`config.mk`:
```
export PLATFORM = sky130hd
export DESIGN_NAME = bmcc_ram
export DESIGN_NICKNAME = d
export VERILOG_FILES = /design/src/rtl/bmcc_ram.sv
export SDC_FILE = /design/constraint.sdc
export NUM_CORES = 2
export LEC_CHECK = 0
export ABC_CLOCK_PERIOD_IN_PS = 3980
export BUFFER_PORTS_ARGS = -buffer_cell sky130_fd_sc_hd__buf_4
export CAP_MARGIN = 20
export CORE_UTILIZATION = 50
export CTS_CLUSTER_DIAMETER = 60
export DETAILED_ROUTE_END_ITERATION = 8
export MAX_ROUTING_LAYER = met4
export PLACE_DENSITY = 0.65
export SYNTH_ARGS = -nofsm -noshare
export SYNTH_HDL_FRONTEND = slang
export SYNTH_SLANG_ARGS = --single-unit
```
`constraint.sdc`:
```
create_clock -name i_clk -period 3.98 [get_ports i_clk]
set_input_delay 0.199 -clock i_clk [delete_from_list [all_inputs] [get_ports i_clk]]
set_output_delay 0.199 -clock i_clk [all_outputs]
set_load 0.01 [all_outputs]
```
`src/rtl/bmcc_ram.sv`:
```
`default_nettype none

module bmcc_ram #(
    parameter int WIDTH = 8,
    parameter int DEPTH = 256
) (
    input  wire logic                     i_clk,
    input  wire logic                     i_we,
    input  wire logic [$clog2(DEPTH)-1:0] i_waddr,
    input  wire logic [WIDTH-1:0]         i_wdata,
    input  wire logic [$clog2(DEPTH)-1:0] i_raddr,
    output logic      [WIDTH-1:0]         o_rdata
);

    logic [WIDTH-1:0] r_mem [DEPTH];

    always_ff @(posedge i_clk) begin
        if (i_we) begin
            r_mem[i_waddr] <= i_wdata;
        end
        o_rdata <= r_mem[i_raddr];
    end

endmodule

`default_nettype wire

```
==> run_results.csv <==
group,metric,value,unit
clock_tree,clkSlewWorstSetupHoldPaths,0.06,ns
yosys,synth-warning-count,0,
clock_tree,htree_levels,4,
yosys,ys_types,55,
critical_path,slowest_stage,"nor3_1",
placement,io_buffers,33,
yosys,synth_nets,3759,
floorplan,fp.dieH,401,µm
yosys,synth_seq_area_share,77.5,%
critical_path,ff2ff_setup_slack,1.03,ns
floorplan,dieArea,161000,µm²
power_and_ir_drop,p_leak,27.8,nW
clock_tree,clk-insertion-delay-late,0.84,ns
floorplan,initial_utilization,50.3,%
clock_tree,cts_buffers,201,
critical_path,arrival,3.61,ns
layout,area_growth,12.5,%
power_and_ir_drop,ir_worst_vdd,452,µV
sta,finalCriticalPeriod,2.95,ns
sta,maxSlewViolCount,0,
detailed_routing,vias,39200,
critical_path,slowest_delay,1.03,ns
critical_path,timing.rr.start,"r_mem[139][0]$_DFFE_PP_",
clock_tree,clock-sinks,2056,
detailed_routing,routed_wl,194000,µm
critical_path,r2r_cells,6,
sta,max_slew_margin,13.3,%
sta,finalSetupViolations,0,
grt,grt_pass1_vias,39300,
sta,holdWs,0.00716,ns
detailed_routing,viasPerCell,6.30,
sta,setup_ws,1.03,ns
critical_path,path_cells,"mux4_2 -> mux4_2 -> nor2_1 -> a2111oi_0 -> nor3_1 -> nor4_2",
placement,dp_hpwl,118000,µm
floorplan,dieWidth,401,µm
layout,drive_gt1_share,24.6,%
yosys,synth-edff-count,2048,
sta,hold_violations,0,
placement,gp_congestion,0.849,
placement,dpl_worst_slack,0.390,ns
sta,fmax,339,MHz
critical_path,cp.required,4.64,ns
critical_path,r2r-end,"o_rdata[0]$_DFF_P_",
detailed_routing,firstDrtPassIters,6,
grt,grt_max_degree,189,
floorplan,io_pins,34,
layout,nets,4001,
detailed_routing,wl_per_cell,31.2,µm
status,status,"complete, no violations",
yosys,syn_area,79600,µm²
grt,antenna_found_initial,4,
flow_run,maxCapViolations,0,
critical_path,crit_top_cell,"mux4_2",
clock_tree,cts_root_buf,"clkbuf_16",
yosys,avgSynthCellArea,21.3,µm²
hold_path,min_path_type,"input pin to register",
floorplan,rows,146,
sta,skew,0.0209,ns
grt,grt_first_pass_wirelength,279000,µm
sta,worstMarginPinSlew,1.29,ns
floorplan,fp.coreArea,158000,µm²
critical_path,startpoint,"r_mem[139][0]$_DFFE_PP_",
critical_path,crit_fanout,1,
clock_tree,cts_tree,"yes",
detailed_routing,drc,0,
clock_tree,cts_buffer_depth,3,
sta,fin_crit_sh,74.1,%
clock_tree,postCtsSetupBuffers,0,
yosys,ys_async_sr_fraction,0,%
yosys,synth-seq-cells,2056,
power_and_ir_drop,p_per_area,494,nW/µm²
critical_path,critPathKind,"register to register",
critical_path,cp-end-kind,"register",
grt,grt_usage,25.0,%
sta,rsz0062_at_grt,"no",
yosys,synthFlopType,"edfxtp_1",
detailed_routing,ant_nets,0,
critical_path,crit_path_end,"o_rdata[0]$_DFF_P_",
grt,overflow,0,
detailed_routing,drtIter0Drc,5197,
yosys,syn_inst,3733,
critical_path,critPathLaunchType,"register",
==> metrics by stage <==
stage	power (mW)	cells	area [µm²]	TNS, ns	util (%)
final	44.2	6222	89500	0	56.6
after global routing	45.2	6220	89500	0	56.5
after CTS	44.4	6218	89500	0	56.5
after detailed placement	26.6	5837	83200	0	52.6
after global placement	26.6	5835	83200	-0.144	52.6
after floorplan	25.5	3733	79600	0	-
==> final cells by class <==
type / instances / area, µm²
fillers: 11700 / 68700
flip-flops and latches: 2056 / 61700
multi-input cells: 1442 / 16500
clock buffers: 258 / 5390
well taps: 2072 / 2590
repair buffers: 272 / 2480
clock inverters: 116 / 820
diodes: 4 / 10.0
inverters: 2 / 7.51
==> kinds of logic after synthesis <==
kind of cell           after synthesis  share of synthesized area (%)
buffers and inverters              235                           1.83
muxes                              591                           14.6
DFF                               2056                           77.5
AOI/OAI and AO/OA                  385                           3.42
and+or+nand+nor                    466                           2.63
==> flip-flops by register name, summed over array words and instances, names as in the netlist <==
| register | flops |
|---|---|
| o_rdata | 8 |
| r_mem | 2048 |
==> report_power, final <==
group / internal [mW] / total (mW) / switching, mW
clock network: 10.1 / 18.0 / 7.92
logic: 0.787 / 2.21 / 1.42
registers: 23.9 / 23.9 / 0.0540
==> repair_timing <==
action,CTS,global route
hold buffers,7,0
endpoints found under the hold margin,394,0
gates resized for setup,0,0
==> synth_stat cells, types with 16 or more instances <==
cell / number / area (µm²)
a211oi_1: 16 / 120
a21oi_1: 96 / 480
a22oi_1: 133 / 998
buf_1: 22 / 82.6
buf_2: 31 / 155
buf_4: 27 / 203
buf_6: 21 / 236
clkbuf_1: 111 / 417
edfxtp_1: 2048 / 61500
mux2i_1: 134 / 1340
mux4_2: 454 / 10200
nand2_1: 33 / 124
nand3_1: 34 / 170
nor2_1: 282 / 1060
nor2b_1: 31 / 194
nor3_1: 22 / 110
nor4_1: 24 / 150
o221ai_1: 46 / 403
o22ai_1: 28 / 175
==> worst min-delay path by stage <==
stage | from | end | cells after the start
global placement | i_wdata[7] | r_mem[8][7]$_DFFE_PP_ | 1
detailed placement | i_wdata[7] | r_mem[52][7]$_DFFE_PP_ | 1
floorplan | i_wdata[0] | r_mem[0][0]$_DFFE_PP_ | 0
CTS | i_wdata[1] | r_mem[226][1]$_DFFE_PP_ | 1
global route | i_wdata[1] | r_mem[240][1]$_DFFE_PP_ | 1
finish | i_wdata[1] | r_mem[242][1]$_DFFE_PP_ | 1
==> critical path: cells and delay by family (launching register included) <==
kind             cells  cell delay [ns]
AND/OR/NAND/NOR      3             1.24
multiplexers         2             1.04
flip-flops           1             0.36
AO/OA/AOI/OAI        1             0.13
==> layer usage <==
metal	part of all wire (%)	up-vias	GRT usage, %
li1	-	16200	-
met5	0	-	-
met2	48	1869	38.1
met4	2.4	0	6.49
met3	8.3	275	4.72
met1	41	20800	34.9
==> cells in the final DEF (no fill, tap or decap), types with 10 or more instances in the layout <==
master / count
edfxtp_1: 2048
mux4_2: 454
nor2_1: 279
buf_4: 226
clkbuf_16: 206
mux2i_1: 134
a22oi_1: 133
a21oi_1: 96
clkinv_1: 50
clkbuf_1: 48
o221ai_1: 46
clkinv_2: 42
nand3_1: 34
nand2_1: 33
o22ai_1: 28
nor2b_1: 28
buf_12: 28
nor3_1: 22
nor4_1: 21
a211oi_1: 16
a221oi_1: 13
nand4_1: 10
o211ai_1: 10
o21ai_0: 10
(Power assumes the default switching activity.)
